File: src/hw/rtl/rse_pkg.sv
package rse_pkg;

  localparam int unsigned STACK_DEPTH = 64;
  localparam int unsigned DATA_W      = 32;
  localparam int unsigned DEPTH_W     = 7;
  localparam int unsigned QUEUE_DEPTH = 2;  // power of two, pointers wrap

  typedef enum logic [2:0] {
    OP_PUSH = 3'd0,
    OP_ADD  = 3'd1,
    OP_SUB  = 3'd2,
    OP_MUL  = 3'd3,
    OP_DIV  = 3'd4
  } opcode_e;

  typedef enum logic [1:0] {
    ST_OK    = 2'd0,
    ST_UNDER = 2'd1,
    ST_OVER  = 2'd2,
    ST_DIVZ  = 2'd3
  } status_e;

  typedef enum logic [2:0] {
    K_PUSH,
    K_ADD,
    K_SUB,
    K_MUL,
    K_DIV,
    K_NOP
  } kind_e;

  typedef enum logic [2:0] {
    BK_IDLE,
    BK_DECODE,
    BK_FETCH,
    BK_DIV,
    BK_WB
  } back_state_e;

  typedef struct packed {
    logic [2:0]               opcode;
    logic signed [DATA_W-1:0] operand_value;
    logic                     ends_expression;
  } in_item_t;

  typedef struct packed {
    logic signed [DATA_W-1:0] top_value;
    logic [DEPTH_W-1:0]       stack_depth;
    logic [1:0]               status;
    logic                     is_final;
  } out_item_t;

  typedef struct packed {
    kind_e              kind;
    logic [DATA_W-1:0]  value;
    logic               last;
  } cmd_t;

  typedef struct packed {
    logic              start;
    logic [DATA_W-1:0] dividend;
    logic [DATA_W-1:0] divisor;
  } div_req_t;

  typedef struct packed {
    logic              done;
    logic [DATA_W-1:0] quotient;
  } div_rsp_t;

endpackage

File: src/hw/rtl/rse_front.sv
module rse_front (
  input  logic              clk_i,
  input  logic              rst_ni,
  input  logic              in_valid_i,
  output logic              in_stall_o,
  input  rse_pkg::in_item_t in_item_i,
  output logic              q_push_o,
  output rse_pkg::cmd_t     q_cmd_o,
  input  logic              q_full_i
);
  import rse_pkg::*;

  logic  fr_valid_q, fr_valid_d;
  cmd_t  fr_cmd_q;
  cmd_t  cls_cmd;
  logic  accept;

  always_comb begin
    cls_cmd.value = in_item_i.operand_value;
    cls_cmd.last  = in_item_i.ends_expression;
    case (in_item_i.opcode)
      OP_PUSH: cls_cmd.kind = K_PUSH;
      OP_ADD:  cls_cmd.kind = K_ADD;
      OP_SUB:  cls_cmd.kind = K_SUB;
      OP_MUL:  cls_cmd.kind = K_MUL;
      OP_DIV:  cls_cmd.kind = K_DIV;
      default: cls_cmd.kind = K_NOP;
    endcase
  end

  assign in_stall_o = fr_valid_q && q_full_i;
  assign accept     = in_valid_i && !in_stall_o;
  assign q_push_o   = fr_valid_q && !q_full_i;
  assign q_cmd_o    = fr_cmd_q;

  always_comb begin
    fr_valid_d = fr_valid_q;
    if (accept) begin
      fr_valid_d = 1'b1;
    end else if (q_push_o) begin
      fr_valid_d = 1'b0;
    end
  end

  always_ff @(posedge clk_i or negedge rst_ni) begin
    if (!rst_ni) begin
      fr_valid_q <= 1'b0;
    end else begin
      fr_valid_q <= fr_valid_d;
    end
  end

  always_ff @(posedge clk_i) begin
    if (accept) begin
      fr_cmd_q <= cls_cmd;
    end
  end

endmodule

File: src/hw/rtl/rse_fifo.sv
module rse_fifo (
  input  logic          clk_i,
  input  logic          rst_ni,
  input  logic          push_i,
  input  rse_pkg::cmd_t push_cmd_i,
  output logic          full_o,
  input  logic          pop_i,
  output logic          valid_o,
  output rse_pkg::cmd_t cmd_o
);
  import rse_pkg::*;

  localparam int unsigned QAW = (QUEUE_DEPTH > 1) ? $clog2(QUEUE_DEPTH) : 1;
  localparam int unsigned QCW = $clog2(QUEUE_DEPTH + 1);

  cmd_t           slots_q [QUEUE_DEPTH];
  logic [QAW-1:0] wr_ptr_q, rd_ptr_q;
  logic [QCW-1:0] cnt_q;
  logic           do_push, do_pop;

  assign full_o  = (cnt_q == QCW'(QUEUE_DEPTH));
  assign valid_o = (cnt_q != '0);
  assign cmd_o   = slots_q[rd_ptr_q];
  assign do_push = push_i && !full_o;
  assign do_pop  = pop_i && valid_o;

  always_ff @(posedge clk_i or negedge rst_ni) begin
    if (!rst_ni) begin
      wr_ptr_q <= '0;
      rd_ptr_q <= '0;
      cnt_q    <= '0;
    end else begin
      if (do_push) begin
        wr_ptr_q <= wr_ptr_q + QAW'(1);
      end
      if (do_pop) begin
        rd_ptr_q <= rd_ptr_q + QAW'(1);
      end
      if (do_push && !do_pop) begin
        cnt_q <= cnt_q + QCW'(1);
      end else if (do_pop && !do_push) begin
        cnt_q <= cnt_q - QCW'(1);
      end
    end
  end

  always_ff @(posedge clk_i) begin
    if (do_push) begin
      slots_q[wr_ptr_q] <= push_cmd_i;
    end
  end

endmodule

File: src/hw/rtl/rse_div.sv
module rse_div (
  input  logic              clk_i,
  input  logic              rst_ni,
  input  rse_pkg::div_req_t req_i,
  output rse_pkg::div_rsp_t rsp_o
);
  import rse_pkg::*;

  localparam int unsigned CntW = $clog2(DATA_W);
  localparam logic [CntW-1:0] CntLast = CntW'(DATA_W - 1);

  logic              busy_q, done_q, neg_q;
  logic [CntW-1:0]   cnt_q;
  logic [DATA_W-1:0] rem_q, quo_q, dvs_q;
  logic [DATA_W:0]   shifted, diff;
  logic [DATA_W-1:0] mag_a, mag_b;

  assign mag_a   = req_i.dividend[DATA_W-1] ? (DATA_W'(0) - req_i.dividend) : req_i.dividend;
  assign mag_b   = req_i.divisor[DATA_W-1] ? (DATA_W'(0) - req_i.divisor) : req_i.divisor;
  assign shifted = {rem_q, quo_q[DATA_W-1]};
  assign diff    = shifted - {1'b0, dvs_q};

  assign rsp_o.done     = done_q;
  assign rsp_o.quotient = neg_q ? (DATA_W'(0) - quo_q) : quo_q;

  always_ff @(posedge clk_i or negedge rst_ni) begin
    if (!rst_ni) begin
      busy_q <= 1'b0;
      done_q <= 1'b0;
      cnt_q  <= '0;
    end else begin
      done_q <= busy_q && (cnt_q == CntLast);
      if (req_i.start) begin
        busy_q <= 1'b1;
        cnt_q  <= '0;
      end else if (busy_q) begin
        cnt_q <= cnt_q + CntW'(1);
        if (cnt_q == CntLast) begin
          busy_q <= 1'b0;
        end
      end
    end
  end

  // one quotient bit per cycle, restoring
  always_ff @(posedge clk_i) begin
    if (req_i.start) begin
      rem_q <= '0;
      quo_q <= mag_a;
      dvs_q <= mag_b;
      neg_q <= req_i.dividend[DATA_W-1] ^ req_i.divisor[DATA_W-1];
    end else if (busy_q) begin
      rem_q <= diff[DATA_W] ? shifted[DATA_W-1:0] : diff[DATA_W-1:0];
      quo_q <= {quo_q[DATA_W-2:0], !diff[DATA_W]};
    end
  end

endmodule

File: src/hw/rtl/rse_back.sv
module rse_back #(
  parameter int unsigned StackDepth = rse_pkg::STACK_DEPTH
) (
  input  logic               clk_i,
  input  logic               rst_ni,
  input  logic               q_valid_i,
  input  rse_pkg::cmd_t      q_cmd_i,
  output logic               q_pop_o,
  output logic               out_valid_o,
  input  logic               out_stall_i,
  output rse_pkg::out_item_t out_item_o,
  output rse_pkg::div_req_t  div_req_o,
  input  rse_pkg::div_rsp_t  div_rsp_i
);
  import rse_pkg::*;

  localparam int unsigned IdxW = (StackDepth > 1) ? $clog2(StackDepth) : 1;
  localparam int unsigned SpW  = $clog2(StackDepth + 1);
  localparam logic [SpW-1:0] SpFull = SpW'(StackDepth);
  localparam logic [SpW-1:0] SpTwo  = SpW'(2);
  localparam logic [SpW-1:0] SpOne  = SpW'(1);

  back_state_e       state_q, state_d;
  cmd_t              cmd_q, cmd_d;
  logic [SpW-1:0]    sp_q, sp_d;
  logic [DATA_W-1:0] top_q, top_d;
  status_e           status_q, status_d;
  logic              out_valid_q, out_valid_d;
  out_item_t         out_item_q, out_item_d;

  // entries below the top; the top itself lives in top_q
  logic [DATA_W-1:0] stack_mem [StackDepth];
  logic [DATA_W-1:0] rdata_q;
  logic              mem_we, mem_re;
  logic [IdxW-1:0]   mem_waddr, mem_raddr;

  logic                  slot_free, is_arith, div_by_zero;
  logic [2*DATA_W-1:0]   prod;
  logic [SpW+DEPTH_W-1:0] sp_ext;

  assign slot_free   = !out_valid_q || !out_stall_i;
  assign is_arith    = cmd_q.kind inside {K_ADD, K_SUB, K_MUL, K_DIV};
  assign div_by_zero = (cmd_q.kind == K_DIV) && (top_q == '0);
  assign prod        = rdata_q * top_q;
  assign sp_ext      = (SpW + DEPTH_W)'(sp_q);
  assign mem_waddr   = IdxW'(sp_q - SpOne);
  assign mem_raddr   = IdxW'(sp_q - SpTwo);

  assign out_valid_o = out_valid_q;
  assign out_item_o  = out_item_q;

  always_comb begin
    state_d = state_q;
    case (state_q)
      BK_IDLE: begin
        if (q_valid_i) state_d = BK_DECODE;
      end
      BK_DECODE: begin
        if (is_arith && (sp_q >= SpTwo) && !div_by_zero) begin
          state_d = BK_FETCH;
        end else begin
          state_d = BK_WB;
        end
      end
      BK_FETCH: begin
        state_d = (cmd_q.kind == K_DIV) ? BK_DIV : BK_WB;
      end
      BK_DIV: begin
        if (div_rsp_i.done) state_d = BK_WB;
      end
      BK_WB: begin
        if (slot_free) state_d = BK_IDLE;
      end
      default: state_d = BK_IDLE;
    endcase
  end

  always_comb begin
    q_pop_o            = 1'b0;
    cmd_d              = cmd_q;
    sp_d               = sp_q;
    top_d              = top_q;
    status_d           = status_q;
    mem_we             = 1'b0;
    mem_re             = 1'b0;
    div_req_o.start    = 1'b0;
    div_req_o.dividend = rdata_q;
    div_req_o.divisor  = top_q;
    out_valid_d        = (out_valid_q && !out_stall_i) ? 1'b0 : out_valid_q;
    out_item_d         = out_item_q;
    case (state_q)
      BK_IDLE: begin
        q_pop_o  = q_valid_i;
        cmd_d    = q_cmd_i;
        status_d = ST_OK;
      end
      BK_DECODE: begin
        case (cmd_q.kind)
          K_PUSH: begin
            if (sp_q == SpFull) begin
              status_d = ST_OVER;
            end else begin
              mem_we = (sp_q != '0);
              top_d  = cmd_q.value;
              sp_d   = sp_q + SpOne;
            end
          end
          K_ADD, K_SUB, K_MUL, K_DIV: begin
            if (sp_q < SpTwo) begin
              status_d = ST_UNDER;
            end else if (div_by_zero) begin
              status_d = ST_DIVZ;
            end else begin
              mem_re = 1'b1;
            end
          end
          default: ;
        endcase
      end
      BK_FETCH: begin
        case (cmd_q.kind)
          K_ADD: begin
            top_d = rdata_q + top_q;
            sp_d  = sp_q - SpOne;
          end
          K_SUB: begin
            top_d = rdata_q - top_q;
            sp_d  = sp_q - SpOne;
          end
          K_MUL: begin
            top_d = prod[DATA_W-1:0];
            sp_d  = sp_q - SpOne;
          end
          K_DIV: div_req_o.start = 1'b1;
          default: ;
        endcase
      end
      BK_DIV: begin
        if (div_rsp_i.done) begin
          top_d = div_rsp_i.quotient;
          sp_d  = sp_q - SpOne;
        end
      end
      BK_WB: begin
        if (slot_free) begin
          out_valid_d            = 1'b1;
          out_item_d.top_value   = (sp_q != '0) ? top_q : '0;
          out_item_d.stack_depth = sp_ext[DEPTH_W-1:0];
          out_item_d.status      = status_q;
          out_item_d.is_final    = cmd_q.last;
          // empty the stack once the closing token has been reported
          if (cmd_q.last) sp_d = '0;
        end
      end
      default: ;
    endcase
  end

  always_ff @(posedge clk_i or negedge rst_ni) begin
    if (!rst_ni) begin
      state_q     <= BK_IDLE;
      sp_q        <= '0;
      out_valid_q <= 1'b0;
    end else begin
      state_q     <= state_d;
      sp_q        <= sp_d;
      out_valid_q <= out_valid_d;
    end
  end

  always_ff @(posedge clk_i) begin
    cmd_q      <= cmd_d;
    top_q      <= top_d;
    status_q   <= status_d;
    out_item_q <= out_item_d;
  end

  always_ff @(posedge clk_i) begin
    if (mem_we) begin
      stack_mem[mem_waddr] <= top_q;
    end
    if (mem_re) begin
      rdata_q <= stack_mem[mem_raddr];
    end
  end

endmodule

File: src/hw/rtl/rpn_stack_evaluator_core.sv
// Channel | Direction | Handshake                  | Payload
// in      | input     | in_valid_i / in_stall_o    | in_item_i  (opcode, operand_value, end)
// out     | output    | out_valid_o / out_stall_i  | out_item_o (top, depth, status, final)
//
// Push, unknown opcodes and rejected tokens pass IDLE, DECODE and WB in the execute
// unit; add/sub/mul also pass FETCH, divide passes FETCH and DIV for the radix-2
// divider (one quotient bit per cycle). Reset clears the stack pointer and the
// handshake state; stack entries are not cleared. Input transfers continue into a two-entry
// queue while the output register is stalled; the execute unit holds until it drains.
module rpn_stack_evaluator_core #(
  parameter int unsigned StackDepth = rse_pkg::STACK_DEPTH
) (
  input  logic               clk_i,
  input  logic               rst_ni,
  input  logic               in_valid_i,
  output logic               in_stall_o,
  input  rse_pkg::in_item_t  in_item_i,
  output logic               out_valid_o,
  input  logic               out_stall_i,
  output rse_pkg::out_item_t out_item_o
);
  import rse_pkg::*;

  logic     q_push, q_full, q_pop, q_valid;
  cmd_t     q_in_cmd, q_out_cmd;
  div_req_t div_req;
  div_rsp_t div_rsp;

  rse_front u_front (
    .clk_i      (clk_i),
    .rst_ni     (rst_ni),
    .in_valid_i (in_valid_i),
    .in_stall_o (in_stall_o),
    .in_item_i  (in_item_i),
    .q_push_o   (q_push),
    .q_cmd_o    (q_in_cmd),
    .q_full_i   (q_full)
  );

  rse_fifo u_fifo (
    .clk_i      (clk_i),
    .rst_ni     (rst_ni),
    .push_i     (q_push),
    .push_cmd_i (q_in_cmd),
    .full_o     (q_full),
    .pop_i      (q_pop),
    .valid_o    (q_valid),
    .cmd_o      (q_out_cmd)
  );

  rse_div u_div (
    .clk_i  (clk_i),
    .rst_ni (rst_ni),
    .req_i  (div_req),
    .rsp_o  (div_rsp)
  );

  rse_back #(
    .StackDepth (StackDepth)
  ) u_back (
    .clk_i       (clk_i),
    .rst_ni      (rst_ni),
    .q_valid_i   (q_valid),
    .q_cmd_i     (q_out_cmd),
    .q_pop_o     (q_pop),
    .out_valid_o (out_valid_o),
    .out_stall_i (out_stall_i),
    .out_item_o  (out_item_o),
    .div_req_o   (div_req),
    .div_rsp_i   (div_rsp)
  );

`ifndef NO_ASSERTIONS
  a_pop_nonempty : assert property (@(posedge clk_i) disable iff (!rst_ni)
    q_pop |-> q_valid)
    else $error("queue popped while empty");

  a_div_no_overlap : assert property (@(posedge clk_i) disable iff (!rst_ni)
    div_rsp.done |-> !div_req.start)
    else $error("divider restarted while finishing");

  a_over_full : assert property (@(posedge clk_i) disable iff (!rst_ni)
    (out_valid_o && (out_item_o.status == ST_OVER)) |->
      (out_item_o.stack_depth == DEPTH_W'(StackDepth)))
    else $error("overflow reported on a stack that is not full");

  a_under_shallow : assert property (@(posedge clk_i) disable iff (!rst_ni)
    (out_valid_o && (out_item_o.status == ST_UNDER)) |->
      (out_item_o.stack_depth < DEPTH_W'(2)))
    else $error("underflow reported with two or more entries");
`endif

endmodule

File: config.mk
export PLATFORM = sky130hd
export DESIGN_NAME = rpn_stack_evaluator_core
export DESIGN_NICKNAME = d
export VERILOG_FILES = /design/src/hw/rtl/rse_pkg.sv /design/src/hw/rtl/rse_front.sv /design/src/hw/rtl/rse_fifo.sv /design/src/hw/rtl/rse_div.sv /design/src/hw/rtl/rse_back.sv /design/src/hw/rtl/rpn_stack_evaluator_core.sv
export SDC_FILE = /design/constraint.sdc
export NUM_CORES = 2
export LEC_CHECK = 0
export BUFFER_PORTS_ARGS = -buffer_cell sky130_fd_sc_hd__buf_2
export CORE_UTILIZATION = 41
export CTS_BUF_LIST = sky130_fd_sc_hd__clkbuf_8 sky130_fd_sc_hd__clkbuf_16
export CTS_CLUSTER_SIZE = 12
export DETAILED_ROUTE_END_ITERATION = 6
export SETUP_SLACK_MARGIN = 0.05
export SLEW_MARGIN = 20
export SYNTH_ARGS = -nofsm -noshare
export SYNTH_HDL_FRONTEND = slang
export SYNTH_SLANG_ARGS = --single-unit
File: constraint.sdc
create_clock -name clk_i -period 8.5 [get_ports clk_i]
set_input_delay 0.425 -clock clk_i [delete_from_list [all_inputs] [get_ports clk_i]]
set_output_delay 0.425 -clock clk_i [all_outputs]
set_load 0.02 [all_outputs]
**After elaboration in Yosys (flattened, before gate mapping)**

Memory sizes are Yosys's and may differ from the RTL's. A register that Yosys moved wholly into a read port is not among the register bits.
Cells that the tools add are included.

- Add/subtract/negate cells: 14
- Multipliers: 1
- $lt $le $gt $ge: 2
- Equal/unequal tests: 26
- Mux-type cells: 56
- Bitwise operators: 1
- Reduce and logical (&&, ||, !) cells: 41

Operators with widths:

| cell | count |
|---|---|
| 2-to-1 mux 32 bit | 8 |
| case mux 32 bit (3 select lines) | 2 |
| subtractor 1 x 32 -> 32 bit, first input constant | 3 |
| 2-to-1 mux 7 bit | 6 |
| subtractor 33 x 32 -> 33 bit | 1 |
| adder 32 bit | 1 |
| logical NOT 32 bit | 1 |
| multiplier 32 x 32 -> 32 bit | 1 |
| subtractor 32 bit | 1 |
| 2-to-1 mux 31 bit | 1 |
| case mux 3 bit (5 select lines) | 2 |
| case mux 7 bit (4 select lines) | 1 |
| 2-to-1 mux 1 bit | 22 |
| equality test 3 x 2 -> 1 bit, second input constant | 6 |
| 2-to-1 mux 3 bit | 5 |
| logical AND 1 bit | 12 |
| 2-to-1 mux 2 bit | 5 |
| 2-to-1 mux 5 bit | 2 |
| nonzero test 2 bit | 5 |
| equality test 3 x 1 -> 1 bit, second input constant | 3 |
| equality test 3 bit, second input constant | 3 |
| logical NOT 3 bit | 3 |
| logical NOT 1 bit | 8 |
| != test 2 bit, second input constant | 4 |
| other kinds (29) | 35 |

- Flip-flop bits (word level): 232
- Memory bits (writable): 2120
- Logic and storage cells: 167
- Memories kept: 2

Memories:

| memory | depth | width | rd ports | clocked after memory_dff | write ports | line | source |
|---|---|---|---|---|---|---|---|
| u_back.stack_mem | 64 | 32 | 1 | 1 | 1 | rse_back.sv:32 | `logic [DATA_W-1:0] stack_mem [StackDepth];` |
| u_fifo.slots_q | 2 | 36 | 1 | 1 | 1 | rse_fifo.sv:16 | `cmd_t slots_q [QUEUE_DEPTH];` |

**Depth between registers and ports, before layout**

- Depth in word-level cells: 8
- Mapped depth: 28

**Cells and area by module**

From an unflattened synthesis, not the netlist that was laid out.

- Cells, all modules: 6628
- Area total of the unflattened synthesis: 114000.6 um2

Modules (own cells, without submodules):

| module | instances | cells each | area each (um2) | sequential area each (um2) |
|---|---|---|---|---|
| rse_back | 1 | 5529 | 102085.4 | 66098.4 |
| rse_div | 1 | 924 | 7816.2 | 2767.7 |
| rse_fifo | 1 | 131 | 2947.8 | 2262.2 |
| rse_front | 1 | 44 | 1151.1 | 1106.1 |

**Least setup slack after synthesis**

OpenSTA, ideal clock, no wires.

- Path type: reg-to-reg
- Start point: register u_back.top_q[7]
- End point: register u_back.top_q[30], data pin
- Setup time: 267 ps
- Arrival: 8063 ps
- Setup slack: 170 ps
- Cell stages (with the launch flop): 28
- Path buffers: 3
- Cell sequence: edfxtp_1 buf_2 clkbuf_1 clkbuf_1 and2_1 fa_1 fa_1 fa_1 inv_1 fa_1 inv_1 fa_1 inv_1 fa_1 inv_1 fa_1 fa_1 ha_1 a21o_1 a21o_1 a21oi_1 o21ai_0 a41o_1 a21o_1 a21oi_1 mux2_2 o21ai_0 o211ai_1

- Cells in the longest elaborated chain, start to end: 3
- Elaborated cells between the ends (all ways): 5

Ends and longest elaborated chain:

| item | line | source |
|---|---|---|
| start: declaration | rse_back.sv:26 | `logic [DATA_W-1:0] top_q, top_d;` |
| start signal: assignment | rse_back.sv:173 | `top_q <= top_d;` |
| multiplier 32 x 32 -> 32 bit (tied with other cells) | rse_back.sv:44 | `assign prod = rdata_q * top_q;` |
| case mux 32 bit (3 select lines) * | rse_back.sv:121 | `case (cmd_q.kind)` |
| case mux 32 bit (3 select lines) * | rse_back.sv:91 | `case (state_q)` |
| via u_back.top_d[30] | rse_back.sv:26 |  |

Mark *: on every way through the listed nets, which the timed path passes. The rest lies on a longest branch.
A chain may end at the register's enable or synchronous reset.

**Worst setup path in the final report**

- Start point: register u_back.top_q[5]
- End point: register u_back.top_q[31], data pin

Same word-level chain as after synthesis.

==> results.json <==
{
  "yosysUniqueCellTypes": 78,
  "cp_common_cell": "fa_1",
  "area_growth_pct": 12.8,
  "row_count": 192,
  "dp_hpwl_mm": 192,
  "crit_path_max_incr_delay_ns": 0.67,
  "yosysWarnings": 0,
  "cts-resized-gates": 0,
  "status": "completed",
  "cap_violations": 0,
  "arrival_ns": 8.64,
  "ys_seq_area_frac": 0.637,
  "multi_input_area_um2": 38700,
  "hold_class": "input port to async pin",
  "numCtsBuffers": 278,
  "drtIter0Drc": 6747,
  "syn-num-nets": 7209,
  "ff_latch_area_um2": 72200,
  "skew_ns": 0.116,
  "crit_path_end_kind": "flip-flop",
  "root_buffer": "clkbuf_16",
  "die_w_um": 528,
  "critPathKind": "flip-flop to flip-flop",
  "ant_nets": 0,
  "report.final.slew_viol_count": 0,
  "routed_wl_mm": 315,
  "cp_data_required_time_ns": 9.14,
  "drc": 0,
  "async_flop_share": 0.00950,
  "die_y_um": 528,
  "synth_flop_cell": "edfxtp_1",
  "fin_util": 0.466,
  "antenna_found_initial": 27,
  "dieArea_um2": 279000,
  "worstMarginPinSlew_ns": 1.19,
  "htreeDepth": 5,
  "grt_pass1_vias": 62800,
  "synth_enable_flop_cells": 2365,
  "io_pins": 84,
  "syn_area_per_cell_um2": 17.3,
  "syn-cell-area_um2": 113000,
  "min_period_ns": 7.99,
  "max_freq_mhz": 125,
  "netlist_instances": 6559,
  "insertion_delay_ns": 0.97,
  "vias": 60900,
  "synth_seq_cells": 2420,
  "first_pass_iters": 5,
  "routed_via_density": 5.71,
  "initial_utilization": 0.413,
  "worst_path_max_delay_cell": "edfxtp_1",
  "drive_gt1_frac": 0.210,
  "path_clk_slew_ns": 0.06,
  "hold_viol_final": 0,
  "grt_overflow": 0,
  "worst-path-max-fanout": 29,
  "start_kind": "flip-flop",
  "nets": 7475,
  "final_cell_mix": "2365 x edfxtp_1, 672 x mux4_2, 515 x inv_1, 410 x fa_1, 407 x nand2_1",
  "gp_congestion": 0.899,
  "setup_viol": 0,
  "clock_sinks": 2420,
  "slew_headroom": 0.201,
  "final_common_cell": "edfxtp_1",
  "grt_start_max_net_pins": 129,
  "core_area_um2": 274000,
  "routedWlPerCell_um": 29.5,
  "rsz0062_at_grt": "no",
  "port_buffers": 83,
  "fillCellCount": 23300,
  "cts_tree": "done",
  "tns_ns": 0,
  "worstPathCellList": "buf_4, buf_4, and2_1, fa_1, fa_1, fa_1, inv_1, fa_1, inv_1, ha_1, ha_1, fa_1, fa_1, ha_1, and3_1, o2111a_1, o21ai_0, buf_4, a211oi_1, o211ai_1, a31oi_1, xnor2_1, a221oi_1, o21ai_0",
  "grt_usage": 0.228,
  "post-route-period-util": 0.941,
  "grt_pass1_wl_mm": 454,
  "clk_path_buf_depth": 4
}
## path summary, 6_finish.rpt
check / start / end / slack (ns) / cells after the start
max in group asynchronous: rst_ni / u_back.sp_q[0]$_DFFE_PN0P_ / 7.71 / 2
worst max-delay path: u_back.top_q[5]$_DFFE_PP_ / u_back.top_q[31]$_DFFE_PP_ / 0.51 / 24
worst min-delay path: rst_ni / u_div.busy_q$_DFF_PN0_ / 0.23 / 2
worst max register to register: u_back.top_q[5]$_DFFE_PP_ / u_back.top_q[31]$_DFFE_PP_ / 0.51 / 24
worst min register to register: u_front.q_cmd_o[12]$_DFFE_PP_ / u_fifo.slots_q[1][12]$_DFFE_PP_ / 0.44 / 0
min in group clk_i: in_item_i[6] / u_front.q_cmd_o[6]$_DFFE_PP_ / 0.23 / 2
## sequential cells by signal, indices dropped and copies added (netlist names), 7 cells and up
name	flops
u_back.stack_mem	2048
u_back.out_item_o	42
u_back.cmd_q	36
u_front.q_cmd_o	36
u_div.quo_q	32
u_back.rdata_q	32
u_div.dvs_q	32
u_fifo.slots_q	72
u_back.top_q	32
u_back.sp_q	7
u_div.rem_q	32
## synthesized netlist by cell type, types with 6 or more instances
cell / instances / area (µm²)
edfxtp_1: 2365 / 71000
mux4_2: 672 / 15100
inv_1: 440 / 1650
fa_1: 410 / 8210
nand2_1: 407 / 1530
and2_1: 352 / 2200
clkbuf_1: 296 / 1110
nor2_1: 221 / 830
ha_1: 200 / 2500
o21ai_0: 153 / 766
xnor2_1: 143 / 1250
a21oi_1: 119 / 596
xor2_1: 117 / 1020
buf_1: 68 / 255
nor3_1: 41 / 205
a211oi_1: 40 / 300
mux2_2: 40 / 450
a21o_1: 39 / 293
o31ai_1: 39 / 293
nand2b_1: 34 / 213
dfxtp_1: 32 / 641
nand3_1: 30 / 150
dfrtp_1: 23 / 576
a31oi_1: 22 / 138
or3_1: 18 / 113
nor2b_1: 17 / 106
and3_1: 16 / 100
o21a_1: 14 / 105
mux2i_1: 12 / 120
o211ai_1: 12 / 90.1
o41ai_1: 12 / 105
o21bai_1: 11 / 82.6
a22o_1: 10 / 87.6
nand4_1: 9 / 56.3
nor4_1: 8 / 50.1
or4_1: 8 / 60.1
o311ai_0: 7 / 61.3
a21boi_0: 6 / 45.0
or2_2: 6 / 37.5
## per-layer routing
metal,track usage,wire length [µm]
met5,0,31
met4,0.0787,11300
met3,0.0334,22200
met2,0.370,152000
met1,0.313,130000
## kinds of logic after synthesis
logic type                 after synthesis  synth area share
muxes                                  724             0.139
xor gates and xnor gates               260            0.0201
adders and majority gates              610            0.0945
and+or+nand+nor                       1197            0.0522
AOI/OAI and AO/OA                      541            0.0307
buffers and inverters                  807            0.0269
DFF                                   2420             0.637
## worst max-delay path, delay by kind of cell, from the launching register on
kind / cells / cell delay [ns]
AOI/OAI and AO/OA: 7 / 1.75
xor gates and xnor gates: 1 / 0.10
adders and majority gates: 9 / 3.77
buffers and inverters: 5 / 1.02
DFF: 1 / 0.67
and+or+nand+nor: 2 / 0.41
## layout make-up
| cell class | count | share of cell area |
|---|---|---|
| Sequential cell | 2420 | 0.565 |
| Multi-Input combinational cell | 3332 | 0.303 |
| Clock buffer | 288 | 0.0562 |
| Tap cell | 3686 | 0.0360 |
| Timing Repair Buffer | 353 | 0.0212 |
| Inverter | 440 | 0.0129 |
| Clock inverter | 152 | 0.00633 |
| Antenna cell | 8 | 0.000156 |
## per-stage QoR
stage	instances	hold WS [ns]	instance area [µm²]	worst slack [ns]
2_1_floorplan	6559	0.129	113000	0.170
3_3_place_gp	10200	0.423	119000	0.433
3_5_place_dp	10200	0.431	119000	0.457
4_1_cts	10700	0.165	128000	0.412
5_1_grt	10700	0.201	128000	0.0996
6_report	10700	0.228	128000	0.505
## repair_timing
item	in CTS	in global routing
setup endpoints to repair	0	3
hold buffers	40	0
hold endpoints to repair	70	0
buffers inserted	0	3
Power is left out: the tool's default activity adds up to more than one toggle a clock period on the data nets, which glitch-free logic cannot reach.
